File: config.mk
export PLATFORM = sky130hd
export DESIGN_NAME = rightmost_free_window_finder
export DESIGN_NICKNAME = d
export VERILOG_FILES = /design/src/rfwf_pkg.sv /design/src/rfwf_cell.sv /design/src/rfwf_ctrl.sv /design/src/rightmost_free_window_finder.sv
export SDC_FILE = /design/constraint.sdc
export NUM_CORES = 2
export LEC_CHECK = 0
export BUFFER_PORTS_ARGS = -buffer_cell sky130_fd_sc_hd__buf_2
export CORE_AREA = 2 2 350 421
export DETAILED_ROUTE_END_ITERATION = 6
export DIE_AREA = 0 0 352 423
export GPL_TIMING_DRIVEN = 0
export PLACE_DENSITY = 0.47
export SETUP_SLACK_MARGIN = 0.4
export SLEW_MARGIN = 0
export SYNTH_ARGS = -nofsm -noshare
export SYNTH_HDL_FRONTEND = slang
export SYNTH_HIERARCHICAL = 1
export SYNTH_SLANG_ARGS = --single-unit
File: constraint.sdc
create_clock -name i_clk -period 21.8 [get_ports i_clk]
set_clock_uncertainty 0.15 [all_clocks]
set_input_delay 3.27 -clock i_clk [delete_from_list [all_inputs] [get_ports i_clk]]
set_output_delay 3.27 -clock i_clk [all_outputs]
set_load 0.03 [all_outputs]
File: src/rfwf_pkg.sv
// ----------------------------------------------------------------------------
// rfwf_pkg: shared types and constants of the rightmost free window finder
// Item and result structs, opcodes, controller states and ring control bundle.
// ----------------------------------------------------------------------------
`default_nettype none

package rfwf_pkg;

    localparam int MAX_POSITIONS_DEF = 1024;
    localparam int FIELD_W           = 11;
    localparam logic [FIELD_W-1:0] LINE_LEN_RESET = 11'd1024;

    typedef enum logic [1:0] {
        OP_CLEAR = 2'd0,
        OP_MARK  = 2'd1,
        OP_QUERY = 2'd2
    } t_opcode;

    typedef enum logic [1:0] {
        ST_IDLE,
        ST_SCAN,
        ST_DONE
    } t_state;

    typedef struct packed {
        logic [1:0]         opcode;
        logic [FIELD_W-1:0] seg_start;
        logic [FIELD_W-1:0] seg_end;
        logic [FIELD_W-1:0] window_len;
    } t_in_item;

    typedef struct packed {
        logic               found;
        logic [FIELD_W-1:0] window_start;
        logic [FIELD_W-1:0] window_end;
    } t_out_item;

    typedef struct packed {
        logic shift;
        logic wbit;
    } t_ring_ctl;

endpackage

`default_nettype wire

File: src/rfwf_cell.sv
// ----------------------------------------------------------------------------
// rfwf_cell: one occupancy bit of the position ring
// Holds one bit and takes its neighbor's bit whenever the ring rotates.
// ----------------------------------------------------------------------------
`default_nettype none

module rfwf_cell (
    input  wire                  i_clk,
    input  wire                  i_rst_n,
    input  rfwf_pkg::t_ring_ctl  i_ctl,
    input  wire                  i_d,
    output logic                 o_q
);
    import rfwf_pkg::*;

    logic r_bit;

    always_ff @(posedge i_clk) begin
        if (!i_rst_n) begin
            r_bit <= 1'b0;
        end else if (i_ctl.shift) begin
            r_bit <= i_d;
        end
    end

    assign o_q = r_bit;

endmodule

`default_nettype wire

File: src/rfwf_ctrl.sv
// ----------------------------------------------------------------------------
// rfwf_ctrl: sequencer for the position ring
// Rotates the ring once per clear, mark or query item, rewrites the head bit and tracks free runs.
// ----------------------------------------------------------------------------
`default_nettype none

module rfwf_ctrl #(
    parameter int MAX_POSITIONS = rfwf_pkg::MAX_POSITIONS_DEF
) (
    input  wire                           i_clk,
    input  wire                           i_rst_n,
    input  wire                           i_in_valid,
    output logic                          o_in_ready,
    input  rfwf_pkg::t_in_item            i_in_data,
    output logic                          o_out_valid,
    input  wire                           i_out_ready,
    output rfwf_pkg::t_out_item           o_out_data,
    input  wire [rfwf_pkg::FIELD_W-1:0]   i_line_length,
    input  wire                           i_head,
    output rfwf_pkg::t_ring_ctl           o_ring
);
    import rfwf_pkg::*;

    localparam int PW = $clog2(MAX_POSITIONS + 1);
    localparam int CW = (PW > FIELD_W) ? PW : FIELD_W;

    t_state             r_state, n_state;
    logic [PW-1:0]      r_pos, n_pos;
    logic [PW-1:0]      r_run, n_run;
    logic [1:0]         r_op;
    logic [FIELD_W-1:0] r_lo, r_hi, r_k;
    logic               r_found, n_found;
    logic [FIELD_W-1:0] r_ws, n_ws, r_we, n_we;
    logic               r_out_valid;
    t_out_item          r_out_data;

    logic               w_accept;
    logic               w_load;
    logic [CW-1:0]      w_pos_x, w_line_x, w_max_x, w_m_eff;
    logic [CW-1:0]      w_run_inc_x, w_k_x, w_lo_x, w_hi_x;
    logic [CW:0]        w_end_x;
    logic [PW-1:0]      w_run_inc;
    logic               w_in_line, w_free, w_hit, w_in_seg;

    assign w_accept = i_in_valid && o_in_ready;
    assign w_load   = (r_state == ST_DONE) && (!r_out_valid || i_out_ready);

    // datapath at the ring head
    always_comb begin
        w_pos_x     = CW'(r_pos);
        w_line_x    = CW'(i_line_length);
        w_max_x     = CW'(MAX_POSITIONS);
        w_m_eff     = (w_line_x > w_max_x) ? w_max_x : w_line_x;
        w_in_line   = (w_pos_x <= w_m_eff);
        w_free      = !i_head;
        w_run_inc   = r_run + PW'(1);
        w_run_inc_x = CW'(w_run_inc);
        w_k_x       = CW'(r_k);
        w_lo_x      = CW'(r_lo);
        w_hi_x      = CW'(r_hi);
        w_in_seg    = (w_lo_x <= w_pos_x) && (w_pos_x <= w_hi_x);
        w_hit       = (r_op == OP_QUERY) && w_in_line && w_free && !r_found
                      && (w_run_inc_x == w_k_x);
        w_end_x     = {1'b0, w_pos_x} + {1'b0, w_k_x} - (CW + 1)'(1);
    end

    // next state
    always_comb begin
        n_state = r_state;
        unique case (r_state)
            ST_IDLE: begin
                if (w_accept && (i_in_data.opcode == OP_CLEAR
                                 || i_in_data.opcode == OP_MARK
                                 || i_in_data.opcode == OP_QUERY)) begin
                    n_state = ST_SCAN;
                end
            end
            ST_SCAN: begin
                if (r_pos == PW'(1)) begin
                    n_state = (r_op == OP_QUERY) ? ST_DONE : ST_IDLE;
                end
            end
            ST_DONE: begin
                if (w_load) begin
                    n_state = ST_IDLE;
                end
            end
            default: n_state = ST_IDLE;
        endcase
    end

    // outputs and scan bookkeeping
    always_comb begin
        o_in_ready  = (r_state == ST_IDLE);
        o_ring      = '0;
        n_pos       = r_pos;
        n_run       = r_run;
        n_found     = r_found;
        n_ws        = r_ws;
        n_we        = r_we;
        unique case (r_state)
            ST_IDLE: begin
                n_pos   = PW'(MAX_POSITIONS);
                n_run   = '0;
                n_found = 1'b0;
                n_ws    = '0;
                n_we    = '0;
            end
            ST_SCAN: begin
                o_ring.shift = 1'b1;
                priority case (r_op)
                    OP_CLEAR: o_ring.wbit = 1'b0;
                    OP_MARK:  o_ring.wbit = i_head | w_in_seg;
                    default:  o_ring.wbit = i_head;
                endcase
                n_pos = r_pos - PW'(1);
                n_run = (w_in_line && w_free) ? w_run_inc : '0;
                if (w_hit) begin
                    n_found = 1'b1;
                    n_ws    = w_pos_x[FIELD_W-1:0];
                    n_we    = w_end_x[FIELD_W-1:0];
                end
            end
            ST_DONE: begin
            end
            default: begin
            end
        endcase
    end

    always_ff @(posedge i_clk) begin
        if (!i_rst_n) begin
            r_state     <= ST_IDLE;
            r_out_valid <= 1'b0;
            r_found     <= 1'b0;
        end else begin
            r_state <= n_state;
            r_found <= n_found;
            if (w_load) begin
                r_out_valid <= 1'b1;
            end else if (i_out_ready) begin
                r_out_valid <= 1'b0;
            end
        end
    end

    always_ff @(posedge i_clk) begin
        r_pos <= n_pos;
        r_run <= n_run;
        r_ws  <= n_ws;
        r_we  <= n_we;
        if (w_accept) begin
            r_op <= i_in_data.opcode;
            r_lo <= i_in_data.seg_start;
            r_hi <= i_in_data.seg_end;
            r_k  <= i_in_data.window_len;
        end
        if (w_load) begin
            r_out_data.found        <= r_found;
            r_out_data.window_start <= r_ws;
            r_out_data.window_end   <= r_we;
        end
    end

    assign o_out_valid = r_out_valid;
    assign o_out_data  = r_out_data;

    a_scan_pos_nonzero: assert property (@(posedge i_clk) disable iff (!i_rst_n)
        (r_state == ST_SCAN) |-> (r_pos != '0))
        else $error("scan position reached zero");

    a_query_starts_scan: assert property (@(posedge i_clk) disable iff (!i_rst_n)
        (w_accept && i_in_data.opcode == OP_QUERY)
        |=> (r_state == ST_SCAN && r_pos == PW'(MAX_POSITIONS)))
        else $error("query did not start a full scan");

    a_found_window_order: assert property (@(posedge i_clk) disable iff (!i_rst_n)
        (r_state == ST_DONE && r_found) |-> (r_ws != '0 && r_we >= r_ws))
        else $error("found window has bad bounds");

    a_miss_zero_ends: assert property (@(posedge i_clk) disable iff (!i_rst_n)
        (o_out_valid && !o_out_data.found)
        |-> (o_out_data.window_start == '0 && o_out_data.window_end == '0))
        else $error("missed query reports nonzero window");

    a_result_only_after_scan: assert property (@(posedge i_clk) disable iff (!i_rst_n)
        $rose(o_out_valid) |-> $past(r_state == ST_DONE))
        else $error("result appeared without a completed scan");

endmodule

`default_nettype wire

File: src/rightmost_free_window_finder.sv
// A query result is loaded into the output register in ST_DONE after the full scan,
// once that register is free or its result is being taken. A new item is accepted only in ST_IDLE;
//   each clear, mark or query rotates the occupancy ring of MAX_POSITIONS cells once, one cell a cycle.
// Opcode 3 is dropped in the accept cycle and gives no result.
// Reset: synchronous, active low; map all free, line_length 1024, no result pending.
// ----------------------------------------------------------------------------
// rightmost_free_window_finder: top level
// Occupancy ring of bit cells plus a sequencer that marks, clears and finds the
// rightmost run of free positions of a requested length.
// ----------------------------------------------------------------------------
`default_nettype none

module rightmost_free_window_finder #(
    parameter int MAX_POSITIONS = rfwf_pkg::MAX_POSITIONS_DEF
) (
    input  wire                           i_clk,
    input  wire                           i_rst_n,
    input  wire                           i_in_valid,
    output logic                          o_in_ready,
    input  rfwf_pkg::t_in_item            i_in_data,
    output logic                          o_out_valid,
    input  wire                           i_out_ready,
    output rfwf_pkg::t_out_item           o_out_data,
    input  wire                           i_cfg_valid,
    output logic                          o_cfg_ready,
    input  wire [rfwf_pkg::FIELD_W-1:0]   i_cfg_data
);
    import rfwf_pkg::*;

    logic [FIELD_W-1:0]       r_line_length;
    t_ring_ctl                w_ring;
    logic [MAX_POSITIONS-1:0] w_q;

    assign o_cfg_ready = 1'b1;

    always_ff @(posedge i_clk) begin
        if (!i_rst_n) begin
            r_line_length <= LINE_LEN_RESET;
        end else if (i_cfg_valid && o_cfg_ready) begin
            r_line_length <= i_cfg_data;
        end
    end

    // cell i holds position i+1 at rest; the last cell is the head
    for (genvar gi = 0; gi < MAX_POSITIONS; gi++) begin : g_ring
        if (gi == 0) begin : g_first
            rfwf_cell u_cell (
                .i_clk   (i_clk),
                .i_rst_n (i_rst_n),
                .i_ctl   (w_ring),
                .i_d     (w_ring.wbit),
                .o_q     (w_q[gi])
            );
        end else begin : g_rest
            rfwf_cell u_cell (
                .i_clk   (i_clk),
                .i_rst_n (i_rst_n),
                .i_ctl   (w_ring),
                .i_d     (w_q[gi-1]),
                .o_q     (w_q[gi])
            );
        end
    end

    rfwf_ctrl #(
        .MAX_POSITIONS (MAX_POSITIONS)
    ) u_ctrl (
        .i_clk         (i_clk),
        .i_rst_n       (i_rst_n),
        .i_in_valid    (i_in_valid),
        .o_in_ready    (o_in_ready),
        .i_in_data     (i_in_data),
        .o_out_valid   (o_out_valid),
        .i_out_ready   (i_out_ready),
        .o_out_data    (o_out_data),
        .i_line_length (r_line_length),
        .i_head        (w_q[MAX_POSITIONS-1]),
        .o_ring        (w_ring)
    );

endmodule

`default_nettype wire

Yosys cells after proc, flatten, opt, wreduce, memory -nomap -nowiden:

Index checks and enable logic that the tools add are counted.

* register bits: 1141
* bits of input ports: 51

* add/sub/neg operators: 4
* $lt $le $gt $ge: 4
* equality and inequality tests: 12
* mux-type cells: 19
* bitwise gates (word level): 1
* reductions and logical operators: 22

Operator list (number)
* 11-bit case mux with 2 select lines: 4
* 11-bit 2-to-1 mux: 4
* 11-bit <= comparator: 3
* 11-bit by 1-bit subtractor with 11-bit output, second input constant: 2
* 11-bit by 1-bit adder with 11-bit output, second input constant: 1
* 11-bit adder: 1
* 11-bit by 1-bit == test with 1-bit output, second input constant: 1
* 11-bit == test: 1
* 11-bit greater-than comparator, second input constant: 1
* 2-bit 2-to-1 mux: 5
* 1-bit logical AND: 9
* 2-bit by 1-bit == test with 1-bit output, second input constant: 3
* 2-bit == test, second input constant: 3
* 2-bit logical NOT: 3
* 2-bit by 1-bit inequality test with 1-bit output, second input constant: 3
* 2-bit case mux with 3 select lines: 1
* 1-bit case mux with 2 select lines: 2
* 2-bit nonzero test: 2
* 1-bit logical NOT: 3
* 1-bit logical OR: 3
* 1-bit 2-to-1 mux: 3
* 3-bit AND reduction: 1
* 2-bit inequality test, second input constant: 1
* 2-bit AND reduction: 1
* 1-bit OR: 1

Depth between registers and ports, before layout:

* depth after elaboration: 9
* gate-level depth with buffers: 12
* gate-level depth less buffers: 12

Hierarchy:

Netlist, hierarchy kept.

Modules (own cells, without submodules)
* rfwf_cell: instances 1024, cells an instance 3, area each 36.3 sq um, seq. area each 20.0 sq um
* rfwf_ctrl: instances 1, cells an instance 453, area each 5560.3 sq um, seq. area each 3143.0 sq um
* rightmost_free_window_finder: instances 1, cells an instance 37, area each 422.9 sq um, seq. area each 220.2 sq um

Worst setup path after synthesis:

OpenSTA, ideal clock, no wires.

* kind: register to register
* start: register u_ctrl.r_state[1]
* end: register g_ring[0].g_first.u_cell.r_bit
* setup time: 0.145 ns
* arrival: 11.333 ns
* slack: 10.172 ns
* stages on the path, launching flop included: 7
* buffers on the path: 1
* clock period less this slack: 11.628 ns
* cell sequence: dfxtp_1 > inv_1 > nand2_1 > inv_1 > buf_4 > mux2i_1 > nor2b_1

RTL lines
* start, declared: RTL line rfwf_ctrl.sv:27 `t_state r_state, n_state;`
* start signal, assigned: RTL line rfwf_ctrl.sv:137 `r_state <= n_state;`
* end signal, assigned: RTL line rfwf_cell.sv:22 `r_bit <= i_d;`
* end, declared: RTL line rfwf_cell.sv:16 `logic r_bit;`

Worst setup path after layout:

* start: register u_ctrl.r_state[1]
* end: output port o_in_ready

* word-level cells in the longest chain between the ends: 1

RTL lines
* 2-bit logical NOT: RTL line rfwf_ctrl.sv:94 `o_in_ready = (r_state == ST_IDLE);`
* end, declared: RTL line rightmost_free_window_finder.sv:19 `output logic o_in_ready,`

No other way between the ends.

==> results.md <==
* Initial detailed-routing violation count at about 1,200
* Post-synth EDFFs at between 100 and 150
* Total grt overflow at 0
* Vias in the first global route at 24,700
* Row cnt at roughly 150
* Reg2reg start: u_ctrl/r_state[1]$_SDFFE_PN0P_
* CP Capture Type: output port
* Class of the worst hold path: register to register
* Crit-path max FO at 6
* Critical path, cell by cell: nor2_1 -> buf_2
* Die width at about 350 µm
* Least-Margin Pin Slew at between 1 and 1.5 ns
* Area grow syn2layout at 17.1%
* Total iterations of the first detailed-routing run at 4
* Type of origin of the critical path: register
* DRC at 0
* Vias per inst at a little over 4
* Largest net degree at the start of global routing at 191
* Met1 wire length at 32,900 µm
* Warnings, synthesis at 6
* CP Buf/Inv Count at 1
* Top cells by area, synth: dfxtp_1 (48%), mux2i_1 (24%), nor2b_1 (15%), edfxtp_1 (7.1%), ha_1 (1.6%)
* Gpl congestion at between 0.7 and 0.8
* Area of the multi-input gates at 19,000 µm²
* Total setup buffers inserted after CTS at 0
* Clock root buffer: clkbuf_16
* CP top delay family: flip-flops
* Max-slew violations at 0
* FILL cells at approximately 14,000
* RSZ-0062 raised after global routing: false
* Worst reg2reg path depth at 9
* Fmax at between 200 and 250 MHz
* Antenna Cells at 0
* CP Class: register to output port
* TritonCTS clock tree: built
* Post-CTS Resized at 0
* # Max-Cap Violations at 0
* Register Area at 23,900 µm²
* Synth area leader: dfxtp_1
* Initial antenna violation count at 0
* Rel. slew slack at 0.213
* Syn_nets at 3,669
* Number of H-tree levels at 3
* Die Y at 423 µm
* Longest Clk Path Bufs at 3
* Yosys cell types at 56
* Port Buffers at 75
* Mapped Area at about 43,000 µm²
* Die area at 149,000 µm²
* Crit path required time at around 18 ns
* Syn Area/Cell at 12.1 µm²
* # setup viols final at 0
* Total GRT Usage at 0.0909
* Fin cells at slightly below 6,000
* Uppermost layer routed: met4
* Hold Vio Cnt, Final at 0
* Worst hold endpoint: u_ctrl/o_out_data[11]$_DFFE_PP_
* Main synth FF type: dfxtp_1
* LEAKAGE at 0.0174 µW
* Post-layout minimum cycle time at 4.93 ns
* Worst hold stages at 0
* WL per Instance at approximately 12 µm
* First-pass GRT wire length at roughly 120,000 µm
* Reg-to-Reg End: g_ring[245].g_rest.u_cell/o_q$_SDFFE_PN0P_
* Met3 wire length at between 2000 and 2500 µm
* Crit share post-route at 0.226
* Commonest non-fill, non-tap cell in the layout: nor2b_1
* Power Density at 90.3 nW/µm²
* Via count at 24,000
* R2R setup slack at around 17 ns
* Ys async rst share at 0
* WL met2 at roughly 31,000 µm
* Initial core utilization at 0.298
* CORE AREA at between 100,000 and 150,000 µm²
* Max VDD drop at 0.0000817 V
* Detail Placement HPWL at about 37,000 µm
* Cts-stage hold buffer count at 0
* # placed instances at 5,589
* Share of cells above drive strength 1 at 0.0785
* Setup TNS at 0 ns
* #FFs+latches synth at 1,141
* Post-route ant nets at 0
* Clock sink count at between 1,000 and 1,500
* Arr. time, crit path at 1.51 ns
* Total CTS buffers at about 120
* CP max-delay cell: dfxtp_1
* Detailed-route wire length at 68,000 µm
* Clock-pin slew on the worst setup and hold paths at 0.06 ns
* Status: completed
* Nets at around 3,900
* Leading cell types in the layout, fill and taps excluded: nor2b_1 (1,041), dfxtp_1 (1,039), mux2i_1 (1,036), clkbuf_16 (123), edfxtp_1 (102)
* Synth Instances at roughly 3,600
* Synth top area share at 0.482
* Worst-Skew Late Latency at roughly 0.7 ns
* CP max stage delay at 0.36 ns
* # IOs at 77
* Seq/Total Area, Yosys at 0.553
* HP Start: u_ctrl/r_ws[0]$_SDFFCE_PN0P_
==> worst reg2reg max path: stages, from the launching register on <==
cell	delay [ns]
dfxtp_1	0.36
inv_1	0.73
nand2_1	0.37
inv_1	0.45
buf_16	0.42
buf_16	0.63
buf_16	0.55
buf_16	0.58
mux2i_1	0.48
nor2b_1	0.06
==> logic make-up after synthesis <==
family | share of synthesized area
other | 0.0000869
DFF | 0.553
muxes | 0.241
buffers and inverters | 0.00647
xor gates and xnor gates | 0.00856
adders and majority gates | 0.0164
AOI/OAI and AO/OA | 0.00925
and+or+nand+nor | 0.165
==> state kept, by name, summed over array words and instances, names as in the netlist, 11 cells and up <==
register                  count
u_ctrl/r_lo                  11
u_ctrl/r_ws                  11
u_ctrl/r_run                 11
u_ctrl/r_we                  11
r_line_length                11
u_ctrl/r_hi                  11
u_ctrl/r_k                   11
u_ctrl/o_out_data            23
g_ring.g_rest.u_cell/o_q   1023
u_ctrl/r_pos                 11
==> per-stage QoR <==
| stage | cell area, µm² | util | total power (µW) | setup slack (ns) | hold slack (ns) |
|---|---|---|---|---|---|
| CTS | 50500 | 0.350 | 4670 | 16.69 | 0.270 |
| floorplan | 43100 | - | 2580 | 10.17 | 0.250 |
| detailed placement | 46400 | 0.321 | 2520 | 16.16 | 0.255 |
| global placement | 45900 | 0.318 | 2740 | 6.10 | 0.253 |
| global route | 50500 | 0.350 | 4770 | 16.42 | 0.273 |
| finish | 50500 | 0.350 | 4560 | 16.87 | 0.268 |
==> layer usage <==
layer / vias to the layer above / GRT usage
met2: 246 / 0.154
met3: 114 / 0.0179
met5: - / 0
met4: 0 / 0.0406
li1: 12700 / -
met1: 11000 / 0.112
==> worst max path at each step <==
stage,endpoint,from,cells past startpoint,slack [ns]
CTS,g_ring[454].g_rest.u_cell/o_q$_SDFFE_PN0P_,u_ctrl/r_state[1]$_SDFFE_PN0P_,9,16.69
detailed placement,g_ring[857].g_rest.u_cell/o_q$_SDFFE_PN0P_,i_rst_n,5,16.16
global route,g_ring[414].g_rest.u_cell/o_q$_SDFFE_PN0P_,u_ctrl/r_state[1]$_SDFFE_PN0P_,9,16.42
floorplan,g_ring[0].g_first.u_cell/o_q$_SDFFE_PN0P_,u_ctrl/r_state[1]$_SDFFE_PN0P_,6,10.17
global placement,g_ring[584].g_rest.u_cell/o_q$_SDFFE_PN0P_,u_ctrl/r_state[1]$_SDFFE_PN0P_,6,6.10
finish,o_in_ready,u_ctrl/r_state[1]$_SDFFE_PN0P_,2,16.87
==> area by class of cell <==
cell class	instances	share of cell area
Sequential cell	1141	0.472
Multi-Input combinational cell	2351	0.376
Clock buffer	174	0.0710
Tap cell	1937	0.0480
Timing Repair Buffer	90	0.0158
Clock inverter	49	0.0109
Inverter	62	0.00461
Buffer	8	0.00131
==> cells in the mapped netlist, types with 2 or more instances <==
master,instances
a211oi_1,5
nor3b_1,4
a211o_1,3
nor2_1,48
edfxtp_1,102
ha_1,55
o41ai_1,2
nand4_1,9
xnor3_1,4
a21boi_0,2
and2_1,3
and3_1,2
clkbuf_1,4
buf_4,2
mux2i_1,1036
nand2_1,19
nor3_1,12
or2_1,3
dfxtp_1,1039
nor2b_1,1042
a21o_1,3
xor2_1,5
nor4_2,2
o211ai_1,2
xnor2_1,25
o21a_1,12
nand2b_1,3
nor4_1,4
a21oi_1,8
nand3_1,9
inv_1,61
o21ai_0,8
==> power by group <==
group / internal (µW) / leakage [µW] / switching, µW
Clock: 1270 / 0.00205 / 827
Sequential: 2130 / 0.00942 / 11.2
Combinational: 153 / 0.00596 / 171
Total: 3550 / 0.0174 / 1010
(Power assumes the default switching activity.)
